--- src/rtl/ezvr_pkg.sv ---
`timescale 1ns / 1ps
// ----------------------------------------------------------------------------
// ezvr_pkg : shared constants and helpers for the Euler ZYX vector rotator
// Angle constants, CORDIC arctangent table and the trig-pair hand-off type.
// ----------------------------------------------------------------------------
package ezvr_pkg;

  localparam int unsigned COMPONENT_BITS_DEF  = 32;
  localparam int unsigned TRIG_ITERATIONS_DEF = 16;
  localparam int unsigned AtanEntries         = 24;

  // Angle constants in Q.20, held in 26 bits (range of a Q4.12 input << 8)
  localparam int unsigned AngW = 26;
  localparam logic signed [AngW-1:0] AngPi     = 26'sd3294199;
  localparam logic signed [AngW-1:0] AngHalfPi = 26'sd1647099;
  localparam logic signed [AngW-1:0] AngTwoPi  = 26'sd6588397;

  // CORDIC datapath in Q.30, 32 bits plus headroom
  localparam int unsigned CordW = 33;
  localparam logic signed [CordW-1:0] CordicGain = 33'sd652032874;

  // Trig outputs in Q1.14, 16 bits
  localparam int unsigned TrigW = 16;
  localparam logic signed [TrigW-1:0] TrigOne = 16'sd16384;

  // Arctangent of 2^-i in Q.20
  function automatic logic signed [AngW-1:0] atan_q20(input int unsigned i);
    logic signed [AngW-1:0] r;
    begin
      case (i)
        0: r = 26'sd823550;  1: r = 26'sd486170;  2: r = 26'sd256879;
        3: r = 26'sd130396;  4: r = 26'sd65451;   5: r = 26'sd32757;
        6: r = 26'sd16383;   7: r = 26'sd8192;    8: r = 26'sd4096;
        9: r = 26'sd2048;    10: r = 26'sd1024;   11: r = 26'sd512;
        12: r = 26'sd256;    13: r = 26'sd128;    14: r = 26'sd64;
        15: r = 26'sd32;     16: r = 26'sd16;     17: r = 26'sd8;
        18: r = 26'sd4;      19: r = 26'sd2;      20: r = 26'sd1;
        default: r = '0;
      endcase
      return r;
    end
  endfunction

  // Sine/cosine pair for one axis
  typedef struct packed {
    logic signed [TrigW-1:0] s;
    logic signed [TrigW-1:0] c;
  } trig_t;

endpackage

--- src/rtl/ezvr_sincos.sv ---
`timescale 1ns / 1ps
// ----------------------------------------------------------------------------
// ezvr_sincos : pipelined sine/cosine lane
// Range-reduces a Q4.12 angle, runs a rotation-mode CORDIC with one
// register stage per step, then rounds to Q1.14.
// ----------------------------------------------------------------------------
module ezvr_sincos #(
  parameter int unsigned ITER = ezvr_pkg::TRIG_ITERATIONS_DEF
) (
  input  logic                          clk_i,
  input  logic signed [15:0]            angle_i,
  output ezvr_pkg::trig_t               trig_o
);
  import ezvr_pkg::*;

  localparam int unsigned N = (ITER > AtanEntries) ? AtanEntries : ITER;

  logic signed [AngW-1:0]  ang_raw, ang_w, ang_r;
  logic                    neg_r;

  logic signed [CordW-1:0] x_q [N+1];
  logic signed [CordW-1:0] y_q [N+1];
  logic signed [AngW-1:0]  a_q [N+1];
  logic                    n_q [N+1];
  trig_t                   trig_q;

  // Range reduction to [-pi/2, pi/2]
  always_comb begin
    ang_raw = AngW'(angle_i) <<< 8;
    ang_w   = ang_raw;
    neg_r   = 1'b0;
    if (ang_w > AngPi) ang_w = ang_w - AngTwoPi;
    if (ang_w < -AngPi) ang_w = ang_w + AngTwoPi;
    ang_r = ang_w;
    if (ang_w > AngHalfPi) begin
      ang_r = ang_w - AngPi;
      neg_r = 1'b1;
    end else if (ang_w < -AngHalfPi) begin
      ang_r = ang_w + AngPi;
      neg_r = 1'b1;
    end
  end

  always_ff @(posedge clk_i) begin
    x_q[0] <= CordicGain;
    y_q[0] <= '0;
    a_q[0] <= ang_r;
    n_q[0] <= neg_r;
  end

  // One micro-rotation per stage
  for (genvar i = 0; i < N; i++) begin : g_step
    always_ff @(posedge clk_i) begin
      if (a_q[i] >= 0) begin
        x_q[i+1] <= x_q[i] - (y_q[i] >>> i);
        y_q[i+1] <= y_q[i] + (x_q[i] >>> i);
        a_q[i+1] <= a_q[i] - atan_q20(i);
      end else begin
        x_q[i+1] <= x_q[i] + (y_q[i] >>> i);
        y_q[i+1] <= y_q[i] - (x_q[i] >>> i);
        a_q[i+1] <= a_q[i] + atan_q20(i);
      end
      n_q[i+1] <= n_q[i];
    end
  end

  function automatic logic signed [TrigW-1:0] trig_round(
    input logic signed [CordW-1:0] v, input logic neg);
    logic signed [CordW:0]   t;
    logic signed [CordW-16:0] r;
    logic signed [TrigW-1:0] o;
    begin
      t = (CordW+1)'(v) + (CordW+1)'(32768);
      r = t[CordW:16];
      if (r > (CordW-15)'(TrigOne)) o = TrigOne;
      else if (r < -(CordW-15)'(TrigOne)) o = -TrigOne;
      else o = r[TrigW-1:0];
      return neg ? -o : o;
    end
  endfunction

  // Round Q.30 to Q1.14 and apply half-turn sign
  always_ff @(posedge clk_i) begin
    trig_q.s <= trig_round(y_q[N], n_q[N]);
    trig_q.c <= trig_round(x_q[N], n_q[N]);
  end

  assign trig_o = trig_q;
endmodule

--- config.mk ---
export PLATFORM = sky130hd
export DESIGN_NAME = ezvr_sincos
export DESIGN_NICKNAME = d
export VERILOG_FILES = /design/src/rtl/ezvr_pkg.sv /design/src/rtl/ezvr_sincos.sv
export SDC_FILE = /design/constraint.sdc
export NUM_CORES = 2
export LEC_CHECK = 0
export ABC_CLOCK_PERIOD_IN_PS = 8100
export BUFFER_PORTS_ARGS = -buffer_cell sky130_fd_sc_hd__buf_2
export CAP_MARGIN = 15
export CORE_AREA = 2 2 426 513
export DETAILED_ROUTE_END_ITERATION = 6
export DIE_AREA = 0 0 428 515
export PLACE_DENSITY = 0.62
export SKIP_LAST_GASP = 1
export SYNTH_ARGS = -nofsm -noshare
export SYNTH_HDL_FRONTEND = slang
export SYNTH_SLANG_ARGS = --single-unit
--- constraint.sdc ---
create_clock -name clk_i -period 8.1 [get_ports clk_i]
set_input_delay 1.62 -clock clk_i [delete_from_list [all_inputs] [get_ports clk_i]]
set_output_delay 1.62 -clock clk_i [all_outputs]
set_load 0.005 [all_outputs]
==> metrics.cfg <==
[worst_setup_path]
worst-path-stages = 25
path_class = flop to flop
crit_top_cell = o21ai_0
crit_path_top_delay_cell = clkinv_1
arrival_ns = 7.31
cp_max_fo = 42
cp-start-kind = flop
reg2regPathDepth = 25
cp_num_buf_inv = 4
cp.required_ns = 8.86
slowest_delay_ns = 0.70
end_kind = flop
cpLargestDelayFamily = compound AO/OA/AOI/OAI gates

[yosys]
synth-main-ff-cell = dfxtp_1
synth-seq-cells = 1374
ys_types = 114
yosysMostFrequentCell = dfxtp_1
mappedNetlistArea_mm2 = 0.0988
netlist_instances = 11700
synth_top_area_frac = 0.279
synth-async-reset-ratio = 0
syn_area_per_cell_um2 = 8.46
synth_largest_area_cell = dfxtp_1
ys_top_cells_by_count = dfxtp_1, ha_1, xnor2_1, nor2_1, a21oi_1
ys_top_cells_by_area = dfxtp_1, ha_1, xnor2_1, xor2_1, a21oi_1
yosysSeqAreaShare = 0.279
synth_edf_count = 0
syn_nets = 13000
ys_warn_count = 0

[drt]
wirelength_mm = 269
post-route-drc-count = 0
firstDrtPassIters = 6
vias = 83700
drtIter0Drc = 4476
vias_per_cell = 5.69
routedWlPerCell_um = 18.3
antenna_left = 0

[floorplanning]
start_util = 0.458
ios = 49
rows = 187
dieArea_mm2 = 0.220
die-width_um = 428
design.core.area_mm2 = 0.215
die_y_um = 515

[grt]
grt-ovfl-total = 0
grt_start_max_net_pins = 53
grt_pass1_vias = 82300
grt_pass1_wl_mm = 429
antenna_found_initial = 3
grtUsageTotal = 0.238

[timing]
fin_skew_ns = 0.0291
whs_ns = 0.324
rsz0062_at_grt = no
tightest_slew_ns = 1.15
period_share = 0.809
slew_violations = 0
slew_headroom = 0.228
setup_viol = 0
worst_slack_ns = 1.55
hold_viol_final = 0
period_needed_ns = 6.55
fin_tns_setup_ns = 0
max_freq_mhz = 153

[place]
dp_worst_setup_slack_ns = 0.905
numPortBuffers = 48
place.gp.congestion = 0.958
dp_cells = 14400
dpl.hpwl_mm = 220

[min_path]
whs_path_depth = 0
worstHoldPathType = flop to flop

[final_layout]
seq_area_mm2 = 0.0275
n_fill_cell = 20400
multi_input_area_mm2 = 0.0685
num-nets-final = 13000
drive_above_1_share = 0.0472
area_growth_syn_to_layout_pct = 8.94
fin_cells = 14700

[clock_tree]
path_clk_slew_ns = 0.06
cts_resized = 0
cts_buffers = 153
clockBufferDepth = 3
post-cts-setup-buffer-count = 0
hold_buffers = 0
clock-sinks = 1374
clock-root-buffer = clkbuf_16
cts_htree_levels = 4
clock_latency_ns = 0.84
cts_tree = yes

[run_status]
outcome = complete, no violations

[flow_run]
cap_violations = 0

layout by cell type, fill, tap and decap left out, types with 53 or more instances in the layout:
| master | instances |
|---|---|
| nor2_1 | 971 |
| o31ai_1 | 172 |
| nand3_1 | 248 |
| a21o_1 | 333 |
| mux2i_1 | 75 |
| nand2_1 | 809 |
| nor3_1 | 362 |
| ha_1 | 1234 |
| o21ai_0 | 638 |
| o211ai_1 | 68 |
| dfxtp_1 | 1374 |
| a21boi_0 | 81 |
| o21a_1 | 133 |
| and3_1 | 107 |
| xnor2_1 | 1120 |
| or3_1 | 126 |
| xor2_1 | 548 |
| nand4_1 | 64 |
| a31oi_1 | 108 |
| o41ai_1 | 72 |
| o21bai_1 | 152 |
| nor4_1 | 133 |
| inv_1 | 552 |
| or2_2 | 58 |
| clkbuf_16 | 156 |
| nor2b_1 | 131 |
| a21oi_1 | 929 |
| nand2b_1 | 168 |
| and2_1 | 53 |
| a211oi_1 | 74 |
cell families after synthesis:
kind of cell | Yosys count | synth area share
AO/OA/AOI/OAI | 3105 | 0.202
XOR/XNOR | 1673 | 0.149
AND/OR/NAND/NOR | 3396 | 0.165
multiplexers | 105 | 0.0110
adder cells (fa/ha/maj) | 1278 | 0.165
flip-flops | 1374 | 0.279
buffers and inverters | 742 | 0.0289
registers in the layout, indices dropped and copies added, names as in the netlist:
register / cells
a_q: 389
y_q: 481
x_q: 455
n_q: 17
trig_o: 32
worst register-to-register path, delay by kind of cell (launching register included):
family	cells	cell delay (ns)
adder cells (fa/ha/maj)	2	0.48
AO/OA/AOI/OAI	11	2.77
multiplexers	1	0.33
buffers and inverters	4	1.68
XOR/XNOR	1	0.14
flip-flops	1	0.32
AND/OR/NAND/NOR	6	0.76
layout make-up:
| class | count | share of cell area |
|---|---|---|
| diodes | 1 | 0.0000233 |
| repair buffers | 99 | 0.00581 |
| clock inverters | 73 | 0.00868 |
| multi-input cells | 9557 | 0.636 |
| clock buffers | 208 | 0.0408 |
| inverters | 564 | 0.0197 |
| well taps | 2835 | 0.0330 |
| flip-flops and latches | 1374 | 0.256 |
stage by stage:
step / utilization / cell area [um^2]
floorplan: - / 98800
global placement: 0.475 / 102000
detailed placement: 0.475 / 102000
CTS: 0.499 / 108000
global route: 0.499 / 108000
finish: 0.499 / 108000
per-layer routing:
metal	wire (um)	part of all wire	track usage	up-vias
li1	-	-	-	42000
met1	110000	0.41	0.265	39500
met2	139000	0.52	0.456	1704
met3	9390	0.035	0.0268	540
met4	10400	0.039	0.0936	2
met5	13	0.000048	0	-
final timing paths:
check,from,to,slack [ns]
worst max-delay path,a_q[7][25],x_q[8][31],1.55
worst min register to register,n_q[0][5],n_q[0][6],0.32
worst max register to register,a_q[7][25],x_q[8][31],1.55
worst min-delay path,n_q[0][5],n_q[0][6],0.32
Power is not shown: default switching activity piles up to over one toggle a cycle in this logic, so the estimate is an artifact.
